--- config.mk ---
export PLATFORM = sky130hd
export DESIGN_NAME = sfmt_ctrl
export DESIGN_NICKNAME = d
export VERILOG_FILES = /design/src/rtl/core/sfmt_pkg.sv /design/src/rtl/core/sfmt_ctrl.sv
export SDC_FILE = /design/constraint.sdc
export NUM_CORES = 1
export LEC_CHECK = 0
export ABC_AREA = 0
export BUFFER_PORTS_ARGS = -buffer_cell sky130_fd_sc_hd__buf_4
export CORE_MARGIN = 2
export CORE_UTILIZATION = 40
export DETAILED_ROUTE_END_ITERATION = 6
export HOLD_SLACK_MARGIN = 0.05
export REMOVE_ABC_BUFFERS = 1
export SYNTH_ARGS = -nofsm -noshare
export SYNTH_HDL_FRONTEND = slang
export SYNTH_SLANG_ARGS = --single-unit
--- constraint.sdc ---
create_clock -name clk -period 1.8 [get_ports clk]
set_input_delay 0.18 -clock clk [delete_from_list [all_inputs] [get_ports clk]]
set_output_delay 0.18 -clock clk [all_outputs]
set_load 0.02 [all_outputs]
--- src/rtl/core/sfmt_pkg.sv ---
// Package: shared types and constants of the SFMT word generator.
package sfmt_pkg;

    localparam logic OP_DRAW   = 1'b0;
    localparam logic OP_RESEED = 1'b1;

    localparam logic [31:0] SEED_MULT  = 32'd1812433253;
    localparam logic [31:0] RESET_SEED = 32'd1234;

    localparam logic [2:0] REG_MASK0   = 3'd0;
    localparam logic [2:0] REG_PARITY0 = 3'd4;

    localparam logic [31:0] MASK0_RST   = 32'hdfffffef;
    localparam logic [31:0] MASK1_RST   = 32'hddfecb7f;
    localparam logic [31:0] MASK2_RST   = 32'hbffaffff;
    localparam logic [31:0] MASK3_RST   = 32'hbffffff6;
    localparam logic [31:0] PARITY0_RST = 32'h00000001;
    localparam logic [31:0] PARITY1_RST = 32'h00000000;
    localparam logic [31:0] PARITY2_RST = 32'h00000000;
    localparam logic [31:0] PARITY3_RST = 32'h13c9e684;

    // datapath operation selected by the controller
    typedef enum logic [2:0] {
        DP_NOP,
        DP_SEED_START,   // load seed as word 0
        DP_SEED_STEP,    // multiply step of the seed recurrence
        DP_SEED_WRITE,   // finish word, write lane into entry
        DP_CERT,         // period certification on entry 0
        DP_REGEN_READ,   // issue reads for one recursion step
        DP_REGEN_WRITE,  // write the new entry
        DP_DRAW          // read and return one word
    } dp_op_t;

    typedef struct packed {
        dp_op_t op;
        logic   first;   // first item of a sweep
    } dp_cmd_t;

    typedef struct packed {
        logic seed_done;   // last word of the fill written
        logic regen_done;  // last entry of a sweep written
        logic need_regen;  // every word has been read, or the state was just seeded
        logic word_valid;  // draw read data is on the RAM read port
    } dp_status_t;

endpackage

--- src/rtl/core/sfmt_ctrl.sv ---
// Controller: sequences reseed, regeneration and draws.
module sfmt_ctrl (
    input  logic                 clk,
    input  logic                 rst_n,
    input  logic                 in_valid,
    input  logic                 in_op,
    output logic                 in_ready,
    output logic                 out_valid,
    input  logic                 out_ready,
    output logic                 out_load,
    output logic                 seed_sel,
    output sfmt_pkg::dp_cmd_t    cmd,
    input  sfmt_pkg::dp_status_t status
);
    import sfmt_pkg::*;

    typedef enum logic [8:0] {
        S_BOOT   = 9'b000000001,
        S_IDLE   = 9'b000000010,
        S_SSTEP  = 9'b000000100,
        S_SWRITE = 9'b000001000,
        S_CERT   = 9'b000010000,
        S_GREAD  = 9'b000100000,
        S_GWRITE = 9'b001000000,
        S_DRAW   = 9'b010000000,
        S_DWAIT  = 9'b100000000
    } state_t;

    state_t state_reg, state_next;
    logic   first_reg, first_next;
    logic   ov_reg, ov_next;

    always_comb
    begin
        state_next = state_reg;
        first_next = first_reg;
        ov_next    = ov_reg;
        cmd.op     = DP_NOP;
        cmd.first  = 1'b0;
        in_ready   = 1'b0;
        out_load   = 1'b0;
        seed_sel   = 1'b0;
        if (ov_reg && out_ready)
        begin
            ov_next = 1'b0;
        end
        case (state_reg)
            S_BOOT:
            begin
                seed_sel   = 1'b1;
                cmd.op     = DP_SEED_START;
                state_next = S_SSTEP;
            end
            S_IDLE:
            begin
                in_ready = !ov_reg || out_ready;
                if (in_valid && in_ready)
                begin
                    if (in_op == OP_RESEED)
                    begin
                        cmd.op     = DP_SEED_START;
                        state_next = S_SSTEP;
                    end
                    else if (status.need_regen)
                    begin
                        state_next = S_GREAD;
                        first_next = 1'b1;
                    end
                    else
                    begin
                        cmd.op     = DP_DRAW;
                        state_next = S_DWAIT;
                    end
                end
            end
            S_SSTEP:
            begin
                if (status.seed_done)
                begin
                    state_next = S_CERT;
                end
                else
                begin
                    cmd.op     = DP_SEED_STEP;
                    state_next = S_SWRITE;
                end
            end
            S_SWRITE:
            begin
                cmd.op     = DP_SEED_WRITE;
                state_next = S_SSTEP;
            end
            S_CERT:
            begin
                cmd.op     = DP_CERT;
                state_next = S_IDLE;
            end
            S_GREAD:
            begin
                cmd.op     = DP_REGEN_READ;
                cmd.first  = first_reg;
                first_next = 1'b0;
                state_next = S_GWRITE;
            end
            S_GWRITE:
            begin
                cmd.op     = DP_REGEN_WRITE;
                state_next = S_DRAW;
            end
            S_DRAW:
            begin
                // an idle state lets the written entry settle before its reread;
                // after the last entry, issue the pending draw
                if (status.regen_done)
                begin
                    cmd.op     = DP_DRAW;
                    state_next = S_DWAIT;
                end
                else
                begin
                    state_next = S_GREAD;
                end
            end
            S_DWAIT:
            begin
                if (status.word_valid)
                begin
                    out_load   = 1'b1;
                    ov_next    = 1'b1;
                    state_next = S_IDLE;
                end
            end
            default: state_next = S_IDLE;
        endcase
    end

    always_ff @(posedge clk or negedge rst_n)
    begin
        if (!rst_n)
        begin
            state_reg <= S_BOOT;
            first_reg <= 1'b0;
            ov_reg    <= 1'b0;
        end
        else
        begin
            state_reg <= state_next;
            first_reg <= first_next;
            ov_reg    <= ov_next;
        end
    end

    assign out_valid = ov_reg;
endmodule

Word-level counts from Yosys, hierarchy flattened --
Cells that the tools add are included.
Storage, ports and cells: bits in registers 11, bits in latches 0, RAM bits 0, memory bits (read-only) 0, bits of input ports 9, output and inout bits 8, logic and storage cells 49, memories 0
Operators by class: add/subtract/negate cells 0, multiply operators 0, divide/modulo/power cells 0, $lt $le $gt $ge 0, equality and inequality tests 13, shifts and indexed selects 0, multiplexer cells 25, bitwise logic cells 0, reduce and logical (&&, ||, !) cells 8
Operators with widths (count):
- 9-bit case mux with 7 select lines | 1
- 9-bit two-way mux | 5
- 3-bit case mux with 8 select lines | 1
- 3-bit two-way mux | 4
- 1-bit two-way mux | 11
- 9-bit by 1-bit == test with 1-bit output, second input constant | 1
- 9-bit by 2-bit == test with 1-bit output, second input constant | 1
- 9-bit by 3-bit == test with 1-bit output, second input constant | 1
- 9-bit by 4-bit == test with 1-bit output, second input constant | 1
- 9-bit by 5-bit == test with 1-bit output, second input constant | 1
- 9-bit by 6-bit == test with 1-bit output, second input constant | 1
- 9-bit by 7-bit == test with 1-bit output, second input constant | 1
- 9-bit by 8-bit == test with 1-bit output, second input constant | 1
- 9-bit == test, second input constant | 1
- 2-bit != test, second input constant | 4
- 5-bit two-way mux | 1
- 4-bit AND reduction | 1
- 1-bit logical AND | 2
- 2-bit two-way mux | 1
- 1-bit case mux with 2 select lines | 1
- 2-bit AND reduction | 1
- 2-bit nonzero test | 1
- 2-bit OR reduction | 1
- 1-bit zero test | 1
- 1-bit logical OR | 1

Longest topological paths before layout --
depth in word-level cells 5, gate-level depth with buffers 6

Least setup slack after synthesis --
OpenSTA, ideal clock, no wires.
kind register to output, start point reg state_reg[5], end point out seed_sel, data arrival time 2143 ps, data required time 1620 ps, slack -523 ps, cell stages (with the launch flop) 5, path buffers 1, path through dfrtp_1 > or4_4 > or3_1 > buf_2 > nor4b_1
On the way: longest elaborated chain between the ends 2
Ends and longest elaborated chain:
- start: declaration | RTL line sfmt_ctrl.sv:29 | state_t state_reg, state_next;
- start signal: assignment | RTL line sfmt_ctrl.sv:147 | state_reg <= state_next;
- 9-bit by 1-bit == test with 1-bit output | RTL line sfmt_ctrl.sv:47 | case (state_reg)
- 1-bit two-way mux | RTL line sfmt_ctrl.sv:47
- end: declaration | RTL line sfmt_ctrl.sv:11 | output logic seed_sel,
Every way passes these cells.

==> results.tsv <==
metric	value	unit
cts_root_buffer	clkbuf_4	
vias_per_cell	5.77	
drc	0	
cts_buffer_depth	2	
critPathBufInv	1	
die_x	46.6	microns
wl	2660	microns
powerDensity	1090	nW/um^2
layout.cells.non_filler	154	
largest_register_ffs	9	
crit_path_start_kind	flop	
wl_per_cell	17.3	microns
cp_max_fo	3	
drtAntennaViolNets	0	
startpoint	state_reg[5]	
synthArstFlopShare	1.00	
overflow	0	
hold_path_class	input pin to flop	
worst_hold_slack	0.0801	ns
synth_top_area_share	0.344	
worstHoldStart	status[3]	
portBuffers	16	
drtIter0Drc	23	
synth-seq-area-share	0.380	
ys.warnings.count	0	
synthTopCellsByArea	dfrtp_1 34%, nor2_1 4.6%, nor2b_1 4.3%, or3_1 4.3%, dfstp_2 3.6%	
fmax	418	MHz
placed_cells	142	
setup_viol_count_final	14	
areaGrowthSynthToFinish	76.2	%
p_clk_frac	0.124	
status	finished, violations left	
grt_pass1_vias	821	
path_cells	or4_4, or3_4, or3_1, nand3_2, buf_6	
layout.nets	139	
ys_ff_latch	11	
netlist_area	727	sq um
grt_max_degree	12	
fin_ws	-0.594	ns
fin_skew	0.0109	ns
worst_pin_slew	0.550	ns
final_common_cell	buf_4	
min_period	2.39	ns
synth_fa_ha_area_frac	0	
fp-row-count	15	
layout-drive-gt1-share	0.574	
die_area	2170	sq um
diodes	0	
gp_congestion	0.790	
synth_top_cell_by_area	dfrtp_1	
required	1.62	ns
clk_pin_slew_worst_paths	0.08	ns
die_h	46.6	microns
post-route-period-util	1.33	
synthMuxAreaShare	0	
relSlewSlack	0.633	
synthSimpleGateAreaFrac	0.389	
hold_viol	0	
p_leak	0.579	nW
avgSynthCellArea	8.26	sq um
critical-path-max-stage-delay	0.55	ns
start_util	0.421	
drv_slew	0	
path_delay_family	simple AND/OR/NAND/NOR gates	
setup-tns-final	-4.54	ns
swShare	0.407	
cts_buffers	3	
ir_drop	0.888	mV
rsz0062_at_grt	yes	
ys.flop_type	dfrtp_1	
track_usage	0.241	
crit_slowest_cell	or4_4	
io_pins	17	
core_area	1730	sq um
synth_compound_gate_area_share	0.169	
clock_latency	0.28	ns
antenna_found_initial	0	
synth_top_family_by_area	simple AND/OR/NAND/NOR gates	
synth_xor_area_frac	0.0120	
p_sw	0.569	mW
htreeDepth	1	
internal_power	0.828	mW
design_area	1280	sq um
place_area	988	sq um
critPathArrivalTime	2.21	ns
violations	setup timing	
timing.rr.start	state_reg[5]	
finish.utilization	0.742	
dr_total_vias	888	
grt_pass1_wl	3610	microns
end_kind	output pin	
first_pass_iters	4	
cts_tree	done	
final_cell_mix	30 x buf_4, 10 x dfrtp_1, 10 x buf_6, 6 x nand2_1	
synth-edff-count	0	
critPathKind	flop to output pin	
pwr-share-seq	0.232	
cts_sinks	11	
postSynthCellCount	88	
ys_types	36	
drv_cap	0	
comb_power_share	0.645	
dpl.hpwl	1550	microns
[path summary, 6_finish.rpt]
check / cells after the start / to / slack (ns)
max: 5 / cmd[2] / -0.59
min: 2 / state_reg[3] / 0.08
max reg2reg: 6 / state_reg[2] / -0.36
min reg2reg: 2 / first_reg / 0.52
max in group asynchronous: 2 / state_reg[0] / 1.32
min in group asynchronous: 2 / state_reg[3] / 0.26
[repair_timing]
item	in CTS	in global routing
hold buffers	1	0
resized for setup	30	16
setup buffers	13	4
pin swaps	6	5
setup endpoints to repair	12	15
endpoints found under the hold margin	11	0
[layout make-up]
type / instances / area, sq um
clock buffers: 4 / 26.3
fillers: 132 / 445
inverters: 4 / 15.0
multi-input cells: 69 / 584
flip-flops and latches: 11 / 277
well taps: 25 / 31.3
repair buffers: 41 / 348
[through the flow]
| stage | setup WS (ns) | power (mW) |
|---|---|---|
| after floorplan | -0.484 | 0.620 |
| after global placement | -0.287 | 0.872 |
| after detailed placement | -0.316 | 0.875 |
| after CTS | -0.558 | 1.25 |
| after global routing | -0.633 | 1.47 |
| final | -0.594 | 1.40 |
[per-layer routing]
metal | vias up | part of all wire | global-route usage
met5 | - | 0 | 0
met4 | 0 | 0.044 | 0.0944
met3 | 14 | 0.064 | 0.0510
met2 | 42 | 0.51 | 0.411
met1 | 432 | 0.38 | 0.295
li1 | 400 | - | -
[cells by family after synthesis]
group / count (synthesis)
and+or+nand+nor: 50
AOI/OAI and AO/OA: 17
DFF: 11
buffers and inverters: 8
xor gates and xnor gates: 1
other: 1
[cells in the mapped netlist (all sizes together) (2+ instances only)]
| cell type | number |
|---|---|
| dfrtp | 10 |
| nor2 | 9 |
| a21oi | 6 |
| nand2 | 6 |
| or3 | 6 |
| nand3 | 5 |
| nor2b | 5 |
| inv | 4 |
| nand2b | 4 |
| nor3 | 4 |
| clkbuf | 3 |
| a21o | 2 |
| a32oi | 2 |
| and2 | 2 |
| nand4 | 2 |
| nor3b | 2 |
| o311ai | 2 |
| or4 | 2 |
[worst reg2reg max path: cells and delay by family, from the launching register on]
kind	cells	cell delay, ns
buffers and inverters	2	0.26
DFF	1	0.41
AOI/OAI and AO/OA	1	0.12
and+or+nand+nor	3	1.29
[power groups by stage]
stage,combinational [mW],clock (mW),sequential (mW)
after floorplan,0.285,0,0.334
after global placement,0.554,0,0.318
after detailed placement,0.557,0,0.318
after CTS,0.760,0.172,0.318
after global routing,0.958,0.184,0.326
final,0.901,0.173,0.323
No activity file was read; power rests on OpenSTA's default activity.
